===== config.mk =====
export PLATFORM = sky130hd
export DESIGN_NAME = renko_brick_builder_top
export DESIGN_NICKNAME = d
export VERILOG_FILES = /design/src/rtl/rbb_pkg.sv /design/src/rtl/renko_brick_builder_top.sv
export SDC_FILE = /design/constraint.sdc
export NUM_CORES = 1
export LEC_CHECK = 0
export BUFFER_PORTS_ARGS = -buffer_cell sky130_fd_sc_hd__buf_2
export CAP_MARGIN = 20
export CORE_ASPECT_RATIO = 1.5
export CORE_UTILIZATION = 46
export DETAILED_ROUTE_END_ITERATION = 10
export PLACE_DENSITY = 0.66
export SLEW_MARGIN = 20
export SYNTH_ARGS = -nofsm -noshare
export SYNTH_HDL_FRONTEND = slang
export SYNTH_SLANG_ARGS = --single-unit

===== constraint.sdc =====
create_clock -name clk_i -period 35.3 [get_ports clk_i]
set_input_delay 10.59 -clock clk_i [delete_from_list [all_inputs] [get_ports clk_i]]
set_output_delay 10.59 -clock clk_i [all_outputs]
set_load 0.1 [all_outputs]

===== src/rtl/rbb_pkg.sv =====
// ----------------------------------------------------------------------------
// rbb_pkg
// shared widths, reset values and direction codes of the renko brick builder
// ----------------------------------------------------------------------------
`default_nettype none

package rbb_pkg;

  localparam int PriceBits   = 32;
  localparam int TimeBits    = 64;
  localparam int HeightBits  = 24;
  localparam int VolBits     = 32;
  localparam int AddrBits    = 3;
  localparam int DataBits    = 32;

  localparam logic [HeightBits-1:0] HeightReset = HeightBits'(100);

  typedef enum logic {
    DIR_LONG  = 1'b0,
    DIR_SHORT = 1'b1
  } dir_e;

  typedef enum logic {
    REG_HEIGHT = 1'b0,
    REG_NONE   = 1'b1
  } reg_e;

endpackage

`default_nettype wire


===== src/rtl/renko_brick_builder_top.sv =====
// ----------------------------------------------------------------------------
// renko_brick_builder_top
// turns a bid/ask tick stream into fixed-height renko bricks
// ----------------------------------------------------------------------------
// Takes one tick word per clock while the brick side does not stall, and
// gives at most one brick word per tick. A tick lands in the input register,
// and its brick in the result register once that register is free; a stall
// on the brick side holds the tick in the input register. The rate is set by
// the update of the brick state (anchor, last open/close, tick count), which
// each tick reads and writes before the next one is evaluated. Ticks with a
// zero bid or ask are dropped silently. The user must write brick_height over
// the APB port at byte address 0 while the block is idle; it is not enforced.
// ----------------------------------------------------------------------------
`default_nettype none

module renko_brick_builder_top
  import rbb_pkg::*;
#(
  parameter int PRICE_BITS = PriceBits,
  parameter int TIME_BITS  = TimeBits
) (
  input  wire logic                  clk_i,
  input  wire logic                  rst_ni,

  input  wire logic                  psel,
  input  wire logic                  penable,
  input  wire logic                  pwrite,
  input  wire logic [AddrBits-1:0]   paddr,
  input  wire logic [DataBits-1:0]   pwdata,
  output logic      [DataBits-1:0]   prdata,
  output logic                       pready,

  input  wire logic                  in_valid_i,
  output logic                       in_stall_o,
  input  wire logic [TIME_BITS-1:0]  tick_time_i,
  input  wire logic [PRICE_BITS-1:0] bid_price_i,
  input  wire logic [PRICE_BITS-1:0] ask_price_i,

  output logic                       out_valid_o,
  input  wire logic                  out_stall_i,
  output logic                       direction_o,
  output logic      [PRICE_BITS-1:0] brick_open_o,
  output logic      [PRICE_BITS-1:0] brick_close_o,
  output logic      [PRICE_BITS-1:0] brick_high_o,
  output logic      [PRICE_BITS-1:0] brick_low_o,
  output logic      [TIME_BITS-1:0]  open_stamp_o,
  output logic      [TIME_BITS-1:0]  close_stamp_o,
  output logic      [VolBits-1:0]    tick_volume_o
);

  localparam int DiffBits = (PRICE_BITS > HeightBits) ? PRICE_BITS : HeightBits;
  localparam logic [VolBits-1:0] VolMax = '1;

  // configuration
  logic [HeightBits-1:0] height_q;
  reg_e                  reg_sel;

  assign reg_sel = reg_e'(paddr[AddrBits-1]);
  assign pready  = 1'b1;

  always_ff @(posedge clk_i or negedge rst_ni) begin
    if (!rst_ni) begin
      height_q <= HeightReset;
    end else if (psel && penable && pwrite && pready && reg_sel == REG_HEIGHT) begin
      height_q <= pwdata[HeightBits-1:0];
    end
  end

  always_comb begin
    unique case (reg_sel)
      REG_HEIGHT: prdata = DataBits'(height_q);
      default:    prdata = '0;
    endcase
  end

  // input register
  logic                  s1_valid_q;
  logic [TIME_BITS-1:0]  s1_time_q;
  logic [PRICE_BITS-1:0] s1_bid_q;
  logic [PRICE_BITS-1:0] s1_ask_q;
  logic                  out_free;
  logic                  s1_fire;
  logic                  in_take;

  assign out_free   = !out_valid_o || !out_stall_i;
  assign s1_fire    = s1_valid_q && out_free;
  assign in_stall_o = s1_valid_q && !out_free;
  assign in_take    = in_valid_i && !in_stall_o;

  always_ff @(posedge clk_i or negedge rst_ni) begin
    if (!rst_ni) begin
      s1_valid_q <= 1'b0;
    end else if (in_take) begin
      s1_valid_q <= 1'b1;
    end else if (s1_fire) begin
      s1_valid_q <= 1'b0;
    end
  end

  always_ff @(posedge clk_i) begin
    if (in_take) begin
      s1_time_q <= tick_time_i;
      s1_bid_q  <= bid_price_i;
      s1_ask_q  <= ask_price_i;
    end
  end

  // brick state
  logic                  have_brick_q;
  logic                  anchor_seen_q;
  logic [PRICE_BITS-1:0] anchor_price_q;
  logic [TIME_BITS-1:0]  anchor_time_q;
  logic [VolBits-1:0]    tick_count_q;
  dir_e                  last_dir_q;
  logic [PRICE_BITS-1:0] last_open_q;
  logic [PRICE_BITS-1:0] last_close_q;
  logic [TIME_BITS-1:0]  last_open_time_q;
  logic [TIME_BITS-1:0]  last_close_time_q;

  // single-pass evaluation
  logic                  tick_ok;
  logic [PRICE_BITS-1:0] up_ref;
  logic [PRICE_BITS-1:0] dn_ref;
  logic [TIME_BITS-1:0]  up_time;
  logic [TIME_BITS-1:0]  dn_time;
  logic [DiffBits-1:0]   up_diff;
  logic [DiffBits-1:0]   dn_diff;
  logic                  up_hit;
  logic                  dn_hit;
  logic                  emit;
  dir_e                  emit_dir;
  logic [PRICE_BITS-1:0] emit_open;
  logic [PRICE_BITS-1:0] emit_close;
  logic [TIME_BITS-1:0]  emit_otime;
  logic [DiffBits-1:0]   close_wide;
  logic [VolBits-1:0]    count_inc;
  logic [VolBits-1:0]    count_d;

  assign tick_ok = (s1_bid_q != '0) && (s1_ask_q != '0);

  always_comb begin
    if (!have_brick_q) begin
      up_ref  = anchor_price_q;
      dn_ref  = anchor_price_q;
      up_time = anchor_time_q;
      dn_time = anchor_time_q;
    end else if (last_dir_q == DIR_LONG) begin
      up_ref  = last_close_q;
      dn_ref  = last_open_q;
      up_time = last_close_time_q;
      dn_time = last_open_time_q;
    end else begin
      up_ref  = last_open_q;
      dn_ref  = last_close_q;
      up_time = last_open_time_q;
      dn_time = last_close_time_q;
    end
  end

  assign up_diff = DiffBits'(s1_bid_q) - DiffBits'(up_ref);
  assign dn_diff = DiffBits'(dn_ref) - DiffBits'(s1_bid_q);
  assign up_hit  = (s1_bid_q > up_ref) && (up_diff >= DiffBits'(height_q));
  assign dn_hit  = (s1_bid_q < dn_ref) && (dn_diff >= DiffBits'(height_q));

  always_comb begin
    emit     = 1'b0;
    emit_dir = DIR_LONG;
    if (tick_ok && (have_brick_q || anchor_seen_q)) begin
      priority if (have_brick_q && last_dir_q == DIR_SHORT && dn_hit) begin
        emit     = 1'b1;
        emit_dir = DIR_SHORT;
      end else if (up_hit) begin
        emit     = 1'b1;
        emit_dir = DIR_LONG;
      end else if (dn_hit) begin
        emit     = 1'b1;
        emit_dir = DIR_SHORT;
      end else begin
        emit     = 1'b0;
        emit_dir = DIR_LONG;
      end
    end
  end

  assign emit_open  = (emit_dir == DIR_LONG) ? up_ref : dn_ref;
  assign emit_otime = (emit_dir == DIR_LONG) ? up_time : dn_time;
  assign close_wide = (emit_dir == DIR_LONG) ?
                      DiffBits'(emit_open) + DiffBits'(height_q) :
                      DiffBits'(emit_open) - DiffBits'(height_q);
  assign emit_close = close_wide[PRICE_BITS-1:0];

  assign count_inc = (tick_count_q != VolMax) ? tick_count_q + VolBits'(1) : VolMax;

  always_comb begin
    if (!have_brick_q) begin
      count_d = count_inc;
    end else if (tick_count_q == '0) begin
      count_d = VolBits'(2);
    end else begin
      count_d = count_inc;
    end
  end

  always_ff @(posedge clk_i or negedge rst_ni) begin
    if (!rst_ni) begin
      have_brick_q  <= 1'b0;
      anchor_seen_q <= 1'b0;
      tick_count_q  <= '0;
      last_dir_q    <= DIR_LONG;
    end else if (s1_fire && tick_ok) begin
      anchor_seen_q <= 1'b1;
      if (emit && have_brick_q) begin
        tick_count_q <= '0;
      end else begin
        tick_count_q <= count_d;
      end
      if (emit) begin
        have_brick_q <= 1'b1;
        last_dir_q   <= emit_dir;
      end
    end
  end

  always_ff @(posedge clk_i) begin
    if (s1_fire && tick_ok) begin
      if (!have_brick_q && !anchor_seen_q) begin
        anchor_price_q <= s1_bid_q;
        anchor_time_q  <= s1_time_q;
      end
      if (emit) begin
        last_open_q       <= emit_open;
        last_close_q      <= emit_close;
        last_open_time_q  <= emit_otime;
        last_close_time_q <= s1_time_q;
      end
    end
  end

  // result register
  logic out_valid_q;

  always_ff @(posedge clk_i or negedge rst_ni) begin
    if (!rst_ni) begin
      out_valid_q <= 1'b0;
    end else if (s1_fire) begin
      out_valid_q <= emit;
    end else if (!out_stall_i) begin
      out_valid_q <= 1'b0;
    end
  end

  always_ff @(posedge clk_i) begin
    if (s1_fire && emit) begin
      direction_o   <= emit_dir;
      brick_open_o  <= emit_open;
      brick_close_o <= emit_close;
      brick_high_o  <= (emit_dir == DIR_LONG) ? emit_close : emit_open;
      brick_low_o   <= (emit_dir == DIR_LONG) ? emit_open : emit_close;
      open_stamp_o  <= emit_otime;
      close_stamp_o <= s1_time_q;
      tick_volume_o <= count_d;
    end
  end

  assign out_valid_o = out_valid_q;

endmodule

`default_nettype wire


# Word level (Yosys, flattened, before mapping)
# Index checks and enable logic that the tools add are counted.
# op_classes
n_lt_le_gt_ge	4
n_addsub	5
n_reduce_logical	30
eq_ne	2
bitwise_logic	1
muxes	29
# ops
cell	n
2-to-1 mux 32 bit	12
2-to-1 mux 64 bit	5
>= comparator 32 x 24 -> 1 bit	2
nonzero test 32 bit	2
subtractor 32 bit	2
adder 32 x 1 -> 32 bit, second input constant	1
adder 32 x 24 -> 32 bit	1
greater-than comparator 32 bit	1
zero test 32 bit	1
< comparator 32 bit	1
!= test 32 bit, second input constant	1
subtractor 32 x 24 -> 32 bit	1
2-to-1 mux 24 bit	1
logical AND 1 bit	16
2-to-1 mux 1 bit	11
zero test 1 bit	6
AND reduction 2 bit	2
logical OR 1 bit	2
!= test 2 x 1 -> 1 bit, second input constant	1
nonzero test 2 bit	1
inverter 1 bit	1
# word_totals
out_inout_bits	324
elab_cells	95
in_bits	170
ff_bits	766

# Logic depth before layout (Yosys ltp)
# Gate-level depths: netlist of run 1.
# logic_depth
word_depth	13
depth_mapped	49
ltp_nobuf	45

# Worst setup path before layout of run 1
# No wires, ideal clock.
# synth_timing
path_type	input -> output
start	input port paddr[2]
end	output port prdata[10]
path_buffers	2
t_arrival_ns	12.195
required_ns	24.710
path_stages	3
path_slack_ns	12.515
path_cell_list	clkbuf_1 clkbuf_1 nor2_1
# synth_between
elab_chain_cells	1
# synth_lines
item	line	rtl
start: declaration	renko_brick_builder_top.sv:28	input wire logic [AddrBits-1:0] paddr,
2-to-1 mux 24 bit	renko_brick_builder_top.sv:70	unique case (reg_sel)
end: declaration	renko_brick_builder_top.sv:30	output logic [DataBits-1:0] prdata,
# Every way passes these cells.

# Worst setup path after layout of run 1
# layout_timing
start	input port paddr[2]
end	output port prdata[0]
# Same word-level chain as after synthesis.

==> out/metrics.yaml, run 1 <==
critical_path:
  crit_type: "input pin to output pin"
  regToRegStartpoint: "have_brick_q"
  arrival_ps: 11580
  slowest_delay_ps: 450
  crit_chain: "buf_2 > nor2_1 > buf_2"
  cp_common_cell: "buf_2"
  worst-path-buf-inv: 2
  cp-end-kind: "output pin"
  cpMaxStageDelayCell: "buf_2"
  startpoint: "paddr[2]"
  path_delay_family: "buffers and inverters"
  critPathRequiredTime_ps: 24710
  start_kind: "input pin"
  crit_fanout: 25
logic_synthesis:
  synth_edf_count: 705
  ys_seq_elements: 766
  ys_seq_area_share_pct: 64.5
  synthArstFlopShare_pct: 7.96
  avgSynthCellArea_um2: 12.9
  yosysWarningCount: 0
  synthTopCellsByArea: "edfxtp_1 60%, ha_1 5.2%, dfrtp_1 4.1%"
  synthCells: 2733
  synth.distinct_cells: 78
  synth-main-ff-cell: "edfxtp_1"
  synth_top_cell_area_share_pct: 60.2
  synth_top_area_cell: "edfxtp_1"
  netlist_area_um2: 35200
sta:
  worstMarginPinSlew_ps: 1070
  setup_viol: 0
  tns_ps: 0
  hold_violations: 0
  slew_viol_final: 0
  max_freq_mhz: 45.1
  rsz0062_at_grt: "no"
  maxSlewHeadroom_pct: 27.1
  fin_skew_ps: 33.8
  finalCriticalPeriod_ps: 22170
  fin_crit_sh_pct: 62.8
global_routing:
  grt_use_met2_pct: 41.4
  use_met1_pct: 28.9
  busiest_layer: "met2"
  grt_pass1_vias: 23800
  overflow: 0
  grtUsageTotal_pct: 24.0
  grt_pass1_wl_um: 142000
  antenna_found_initial: 5
  grt_max_degree: 136
  grtUsageMet3_pct: 4.02
route:
  viasPerCell: 5.55
  ant_nets: 0
  routed-via-count: 23700
  route.detailed.drc: 0
  first_pass_iters: 6
  initialDrtViolationCount: 1481
  wire_per_inst_um: 22.0
  wl_um: 94100
min_path:
  hp-start: "s1_time_q[32]"
  holdCritPathClass: "flip-flop to flip-flop"
cts:
  cts.clk_slew.worst_paths_ps: 60
  cts-root-buf: "clkbuf_16"
  post_cts_buffers: 0
  insertion_delay_ps: 650
  numCtsBuffers: 75
  clock-sinks: 766
  cts_tree: "yes"
  cts_resized: 0
  cts_htree_levels: 3
  clk_path_buf_depth: 3
  cts_hold_buf: 0
job:
  drv_cap: 0
final_layout:
  finish.instance_area_um2: 41100
  area_delta_synth_final_pct: 16.8
  drive_gt1_share_pct: 20.7
  regArea_um2: 22700
  multi_input_area_um2: 11500
  fillerInstances: 6383
  nets: 3528
place:
  globalplace.congestion: 0.948
  placed_area_um2: 38500
  io_buffer_count: 474
  dp_hpwl_um: 67100
floorplanning:
  coreArea_um2: 75400
  die_x_um: 228
  io_pins: 494
  initial_core_util_pct: 46.7
  rows: 123
  dieArea_um2: 77600
  die_h_um: 341
status:
  outcome: "finished, final reports clean"
final cells by class:
| cell class | instances | area share [%] |
|---|---|---|
| antenna | 2 | 0.0122 |
| clock buffer | 95 | 4.88 |
| clock inverter | 42 | 1.30 |
| inverter | 137 | 1.29 |
| multi-input combinational | 1731 | 28.0 |
| sequential | 766 | 55.3 |
| tap | 1000 | 3.05 |
| timing repair buffer | 498 | 6.26 |
registers in the layout, summed over array words and instances, names as in the netlist, 24 cells and up:
register           cells
close_stamp_o         64
last_open_time_q      64
brick_low_o           32
anchor_price_q        32
brick_high_o          32
last_close_q          32
tick_count_q          32
s1_ask_q              32
brick_close_o         32
anchor_time_q         64
last_open_q           32
open_stamp_o          64
s1_time_q             64
s1_bid_q              32
tick_volume_o         32
brick_open_o          32
height_q              24
last_close_time_q     64
synthesized netlist by cell type (all sizes together), types with 6 or more instances:
library cell    n
edfxtp        705
a211oi         20
ha            146
mux2           24
o31ai          13
o21bai         18
nand2         190
a21oi         243
and2           18
a2111oi         6
nor3           29
buf            32
a21o           70
nand3          47
and3           19
nor2          221
clkbuf         74
or2            10
dfrtp          58
o211ai          8
nor4           29
mux2i         136
nand4          37
o21a           12
nand2b         48
a211o           7
inv           137
o21ai         164
xnor2          76
xor2           40
nor2b           9
a31oi          12
cells in the final DEF (no fill, tap or decap), drive strengths merged, types with 76 or more instances in the layout:
cell	instances
edfxtp	705
buf	498
a21oi	243
nor2	221
nand2	190
o21ai	164
ha	146
inv	146
mux2i	136
clkbuf	95
xnor2	76
path summary, 6_finish.rpt:
check	endpoint	cells after the start	slack (ps)
setup / recovery	prdata[0]	3	13130
hold / removal	anchor_time_q[32]	0	470
setup reg to reg	brick_low_o[30]	41	21860
hold reg to reg	anchor_time_q[32]	0	470
max in group asynchronous	last_dir_q	2	24360
min in group asynchronous	tick_count_q[18]	2	10180
stage by stage:
stage	worst slack, ps	std cells	util, %	hold slack (ps)
2_1_floorplan	12520	2740	-	440
3_3_place_gp	13170	4131	51.1	452
3_5_place_dp	13110	4131	51.1	458
4_1_cts	13110	4268	54.4	476
5_1_grt	13050	4271	54.5	476
6_report	13130	4271	54.5	474
cells by family after synthesis:
logic type | count (synthesis) | synth area share (%)
flops | 766 | 64.5
simple gates | 673 | 8.86
compound gates | 624 | 10.7
buf+inv | 243 | 3.02
mux | 160 | 4.64
fa+ha+maj | 149 | 5.36
xor+xnor | 116 | 2.89
other cells | 2 | 0.0213
metal layers:
metal / part of all wire, % / wire [um] / vias up
li1: - / - / 11100
met2: 50 / 46700 / 862
met3: 5.6 / 5240 / 187
met4: 4.8 / 4530 / 6
met5: 0.036 / 34 / -
met1: 40 / 37500 / 11600
Power of run 1 is left out: the tool's default activity adds up to more than one toggle a clock period on the data nets, which glitch-free logic cannot reach.
==> run 2, diff against run 1 <==
--- a/config.mk
+++ b/config.mk
@@ -5,6 +5,7 @@
 export SDC_FILE = /design/constraint.sdc
 export NUM_CORES = 1
 export LEC_CHECK = 0
+export ABC_AREA = 1
 export BUFFER_PORTS_ARGS = -buffer_cell sky130_fd_sc_hd__buf_2
 export CAP_MARGIN = 20
 export CORE_ASPECT_RATIO = 1.5
==> constraint.sdc (replaced) <==
create_clock -name clk_i -period 21 [get_ports clk_i]
set_input_delay 6.3 -clock clk_i [delete_from_list [all_inputs] [get_ports clk_i]]
set_output_delay 6.3 -clock clk_i [all_outputs]
set_load 0.1 [all_outputs]
==> run 2 against run 1 <==
Compared with the run above: sequential cell count unchanged; critical endpoint is now prdata[13]; first-iteration DRC count up 27%; highest routed layer is now met4; register-to-register slack worse by 11000 ps; utilization down 0.78 points; critical path type unchanged; sequential share of layout area down 3.4 points; area after synthesis up 7.8%; via count up 19%.
==> out/metrics.yaml, run 2 <==
floorplanning:
  io_pins: 494  # unchanged
  dieArea_um2: 83700  # +7.8%
  coreArea_um2: 81500  # +8.1%
  die_x_um: 237  # +3.8%
  initial_core_util_pct: 46.6  # -0.11 points
  die_h_um: 354  # +3.8%
  rows: 128  # +4.1%
logic_synthesis:
  ys_seq_elements: 766  # unchanged
  synth.distinct_cells: 62  # -21%
  yosysMostFrequentCell: "nand2_1"
  synth_edf_count: 705  # unchanged
  synthArstFlopShare_pct: 7.96  # unchanged
  synth_top_cell_area_share_pct: 55.8  # -4.4 points
  netlist_area_um2: 38000  # +7.8%
  synth_top_family_by_area: "simple AND/OR/NAND/NOR gates"
  yosysWarningCount: 0  # unchanged
  yosys.area_share.simple_pct: 15.4  # +6.5 points
  synthCells: 3674  # +34%
  synth-main-ff-cell: "edfxtp_1"
  netlist_top_cells_count: "728 x nand2_1, 705 x edfxtp_1, 436 x inv_1"
  synthTopCellsByArea: "edfxtp_1 56%, nand2_1 7.2%, ha_1 4.8%"
  synth-xor-area-share_pct: 2.77  # -0.12 points
  synth_top_area_cell: "edfxtp_1"
  avgSynthCellArea_um2: 10.3  # -20%
  ys_seq_area_share_pct: 59.8  # -4.7 points
  synthMuxAreaShare_pct: 0  # -4.6 points
  synth_fa_ha_area_share_pct: 4.97  # -0.39 points
  synth_compound_area_share_pct: 10.9  # +0.17 points
final_layout:
  drive_gt1_share_pct: 18.4  # -2.3 points
  finish.instance_area_um2: 43800  # +6.6%
  fillerInstances: 7143  # +12%
  final_common_cell: "nand2_1"
  layout_common_cells: "728 x nand2_1, 705 x edfxtp_1, 474 x buf_2"
  area_delta_synth_final_pct: 15.4
  final_util_pct: 53.7  # -0.78 points
  nets: 4439  # +26%
sta:
  slew_viol_final: 0  # unchanged
  rsz0062_at_grt: "no"
  fin_skew_ps: 28.2  # -5.61 ps
  max_freq_mhz: 73.4
  finalCriticalPeriod_ps: 13630
  maxSlewHeadroom_pct: 19.2  # -7.9 points
  fin_crit_sh_pct: 64.9
  worstMarginPinSlew_ps: 1180  # +115 ps
  setup_viol: 0  # unchanged
  holdWs_ps: 453  # -21.2 ps
  tns_ps: 0  # unchanged
  hold_violations: 0  # unchanged
critical_path:
  cpMaxStageDelayCell: "buf_2"
  arrival_ps: 7330  # -4250 ps
  critPathRequiredTime_ps: 14700  # -10010 ps
  crit_chain: "buf_2 > nor2_1 > buf_2"
  start_kind: "input pin"
  crit_fanout: 25  # unchanged
  cp_common_cell: "buf_2"
  cp-end-kind: "output pin"
  slowest_delay_ps: 510  # +60 ps
  crit_type: "input pin to output pin"
cts:
  numCtsBuffers: 78  # +4.0%
  clock-sinks: 766  # unchanged
  cts_hold_buf: 0  # unchanged
  insertion_delay_ps: 650  # about the same
  clk_path_buf_depth: 3  # unchanged
  post_cts_buffers: 0  # unchanged
  cts-root-buf: "clkbuf_16"
  cts_htree_levels: 3  # unchanged
  cts_tree: "yes"
  cts.clk_slew.worst_paths_ps: 60  # about the same
  cts_resized: 0  # unchanged
status:
  outcome: "finished, final reports clean"
route:
  initialDrtViolationCount: 1883  # +27%
  wire_per_inst_um: 20.9  # -5.0%
  wl_um: 109000  # +16%
  ant_nets: 0  # unchanged
  first_pass_iters: 6  # unchanged
  route.detailed.drc: 0  # unchanged
  routed-via-count: 28200  # +19%
  viasPerCell: 5.40  # -2.7%
global_routing:
  busiest_layer: "met2"
  grt_pass1_vias: 27700  # +16%
  antenna_found_initial: 4  # -1
  overflow: 0  # unchanged
  use_met1_pct: 30.2  # +1.3 points
  grt_pass1_wl_um: 162000  # +14%
  grt_use_met2_pct: 45.5  # +4.1 points
  grtUsageTotal_pct: 25.8  # +1.7 points
  grt_max_degree: 118  # -13%
  grtUsageMet3_pct: 3.77  # -0.25 points
place:
  io_buffer_count: 474  # unchanged
  dp_hpwl_um: 79900  # +19%
  placed_area_um2: 41200  # +7.0%
  globalplace.congestion: 0.956  # +0.78%
job:
  drv_cap: 0  # unchanged
min_path:
  holdCritPathClass: "flip-flop to flip-flop"
-- run 2: cell types whose count changed in the layout (fill, tap and decap cells not counted), moves of 64 or more --
cell / change
inv_1: +297
a21o_1: -64
nand2_1: +539
nor2_1: +199
o311ai_1: +64
mux2i_1: -136
-- run 2: layer usage --
layer | share of wire, % | wire, um | up-vias
li1 | - | - | 13500
met1 | 39 | 42600 | 13500
met2 | 50 | 54800 | 965
met3 | 5.6 | 6080 | 229
met4 | 5.3 | 5840 | 0
met5 | 0 | 0 | -
-- run 2: worst paths after layout --
path,cells after the start,from,slack (ps),endpoint
max in group asynchronous,2,rst_ni,14430,last_dir_q
max,3,paddr[2],7370,prdata[13]
min reg2reg,2,anchor_seen_q,450,anchor_seen_q
min in group asynchronous,2,rst_ni,5840,tick_count_q[29]
max reg2reg,39,last_dir_q,10900,brick_low_o[29]
min,2,anchor_seen_q,450,anchor_seen_q
-- run 2: cells by family (layout without fill, tap and decap cells) --
| kind of cell | Yosys count | in the layout |
|---|---|---|
| other | 2 | 12 |
| AOI/OAI and AO/OA | 654 | 654 |
| xor gates and xnor gates | 120 | 120 |
| and+or+nand+nor | 1401 | 1401 |
| DFF | 766 | 766 |
| adders and majority gates | 149 | 149 |
| buffers and inverters | 582 | 1081 |
-- run 2: cell type report --
| class | instances | area, um^2 | area share, % |
|---|---|---|---|
| Sequential cell | 766 | 22700 | 51.9 |
| Multi-Input combinational cell | 2333 | 13000 | 29.6 |
| Timing Repair Buffer | 494 | 2520 | 5.76 |
| Clock buffer | 90 | 2040 | 4.66 |
| Inverter | 447 | 1710 | 3.91 |
| Tap cell | 1040 | 1300 | 2.97 |
| Clock inverter | 50 | 537 | 1.23 |
| Antenna cell | 3 | 7.51 | 0.0171 |
-- run 2: critical path: cells and delay by family --
kind | cells | cell delay (ps)
simple gates | 1 | 210
buf+inv | 2 | 800
-- run 2: per-stage QoR --
step,cells,setup WS [ps]
3_5_place_dp,5080,7370
2_1_floorplan,3681,6770
6_report,5223,7370
5_1_grt,5222,7330
3_3_place_gp,5080,7410
4_1_cts,5220,7370
Power of run 2 is left out for the same reason.
==> run 3, diff against run 2 <==
--- a/config.mk
+++ b/config.mk
@@ -5,7 +5,7 @@
 export SDC_FILE = /design/constraint.sdc
 export NUM_CORES = 1
 export LEC_CHECK = 0
-export ABC_AREA = 1
+export ABC_AREA = 0
 export BUFFER_PORTS_ARGS = -buffer_cell sky130_fd_sc_hd__buf_2
 export CAP_MARGIN = 20
 export CORE_ASPECT_RATIO = 1.5
==> constraint.sdc (replaced) <==
create_clock -name clk_i -period 14.2 [get_ports clk_i]
set_input_delay 4.26 -clock clk_i [delete_from_list [all_inputs] [get_ports clk_i]]
set_output_delay 4.26 -clock clk_i [all_outputs]
set_load 0.1 [all_outputs]
==> run 3 against run 2 <==
Compared with the run above: register-to-register slack got worse by 9200 ps; utilization is 0.70 points higher; sequential share of layout area grew 3.5 points; clock-buffer cell count rose by 2; final cell count is 18% lower; via count fell by 16%; first-iteration DRC count fell by 19%; largest cell class unchanged; worst hold slack improved by 18 ps; wire length decreased by 14%; global-route usage fell by 1.8 points.
==> out/metrics.yaml, run 3 (synthesis results as in run 1) <==
status:
  outcome: "finished, final reports clean"
final_layout:
  fillerInstances: 6314  # -12%
  regArea_um2: 22700  # unchanged
  final_common_cell: "edfxtp_1"
  area_delta_synth_final_pct: 16.6
  finish.instance_area_um2: 41000  # -6.3%
  nets: 3525  # -21%
  layout_common_cells: "705 x edfxtp_1, 474 x buf_2, 242 x a21oi_1"
  drive_gt1_share_pct: 20.7  # +2.2 points
  multi_input_area_um2: 11500  # -11%
sta:
  tns_ps: 0  # unchanged
  hold_violations: 0  # unchanged
  fin_skew_ps: 22.4  # -5.78 ps
  worstMarginPinSlew_ps: 1140  # -38.6 ps
  rsz0062_at_grt: "no"
  maxSlewHeadroom_pct: 23.2  # +4.0 points
  setup_viol: 0  # unchanged
  max_freq_mhz: 79.7
  finalCriticalPeriod_ps: 12540
  holdWs_ps: 470  # +17.7 ps
  setup_slack_ps: 1660  # -5720 ps
  slew_viol_final: 0  # unchanged
  fin_crit_sh_pct: 88.3
floorplanning:
  coreArea_um2: 75400  # -7.5%
  die_x_um: 228  # -3.7%
  die_h_um: 341  # -3.7%
  io_pins: 494  # unchanged
  initial_core_util_pct: 46.7  # +0.11 points
  rows: 123  # -3.9%
  dieArea_um2: 77600  # -7.2%
global_routing:
  grt_pass1_vias: 23700  # -14%
  overflow: 0  # unchanged
  grtUsageTotal_pct: 24.0  # -1.8 points
  grt_pass1_wl_um: 142000  # -13%
  grt_max_degree: 135  # +14%
  antenna_found_initial: 7  # +3
place:
  post-place-ws_ps: 1790  # -5580 ps
  globalplace.congestion: 0.909  # -4.9%
  placed_area_um2: 38500  # -6.5%
  dp_hpwl_um: 67000  # -16%
  io_buffer_count: 474  # unchanged
critical_path:
  r2r_end: "brick_low_o[30]"
  arrival_ps: 12890  # +5560 ps
  reg2reg_slack_ps: 1660  # -9240 ps
  cp-end-kind: "flip-flop"
  critPathRequiredTime_ps: 14550  # -150 ps
  cpMaxStageDelayCell: "a2111oi_0"
  slowest_delay_ps: 960  # +450 ps
  path_delay_family: "compound AO/OA/AOI/OAI gates"
  crit_fanout: 53  # +110%
  cp_common_cell: "o21ai_0"
  worst-path-buf-inv: 2  # unchanged
  r2r_cells: 42  # +7.7%
  crit_type: "flip-flop to flip-flop"
  start_kind: "flip-flop"
  regToRegStartpoint: "last_dir_q"
min_path:
  hp-start: "s1_time_q[58]"
  worstHoldEndpoint: "close_stamp_o[58]"
  holdCritPathClass: "flip-flop to flip-flop"
  whs_path_depth: 0  # -2
route:
  wl_um: 94200  # -14%
  ant_nets: 0  # unchanged
  viasPerCell: 5.55  # +2.7%
  wire_per_inst_um: 22.1  # +5.4%
  first_pass_iters: 7  # +1
  initialDrtViolationCount: 1519  # -19%
  routed-via-count: 23700  # -16%
  route.detailed.drc: 0  # unchanged
cts:
  post_cts_buffers: 0  # unchanged
  insertion_delay_ps: 640  # about the same
  cts.clk_slew.worst_paths_ps: 60  # about the same
  cts_tree: "yes"
  clock-sinks: 766  # unchanged
  numCtsBuffers: 74  # -5.1%
  clk_path_buf_depth: 3  # unchanged
  cts_hold_buf: 0  # unchanged
  cts_resized: 0  # unchanged
  cts-root-buf: "clkbuf_16"
  cts_htree_levels: 3  # unchanged
job:
  drv_cap: 0  # unchanged
==> run 3: routing by layer <==
layer,GRT usage (%),vias up,wire (um)
li1,-,11100,-
met1,29.4,11600,37700
met2,41.8,790,47500
met3,3.72,195,5120
met4,10.6,4,3800
met5,0,-,34
==> run 3: area by class of cell <==
cell class / instances / share of cell area [%]
diodes: 2 / 0.0122
clock buffers: 92 / 4.78
clock inverters: 45 / 1.34
inverters: 137 / 1.29
multi-input cells: 1731 / 28.0
flip-flops and latches: 766 / 55.4
well taps: 1000 / 3.05
repair buffers: 496 / 6.18
==> run 3: how the worst max path moves through the flow <==
stage	from	endpoint	slack, ps	cells after the start
after floorplan	out_stall_i	anchor_price_q[0]	2020	6
after global placement	last_dir_q	brick_low_o[30]	1860	42
after detailed placement	last_dir_q	brick_low_o[30]	1790	42
after CTS	last_dir_q	brick_low_o[30]	1730	42
after global routing	last_dir_q	brick_low_o[30]	1010	42
final	last_dir_q	brick_low_o[30]	1660	42
==> run 3: stage by stage <==
| stage | util [%] | cells |
|---|---|---|
| after floorplan | - | 2740 |
| after global placement | 51.1 | 4130 |
| after detailed placement | 51.1 | 4130 |
| after CTS | 54.4 | 4267 |
| after global routing | 54.4 | 4269 |
| final | 54.4 | 4269 |
==> run 3: worst reg2reg max path, delay by kind of cell, from the launching register on <==
kind,cells,cell delay [ps]
compound gates,26,7160
xor+xnor,1,240
fa+ha+maj,3,1160
buf+inv,2,530
flops,1,800
mux,1,290
simple gates,9,2090
Power of run 3 is left out for the same reason.
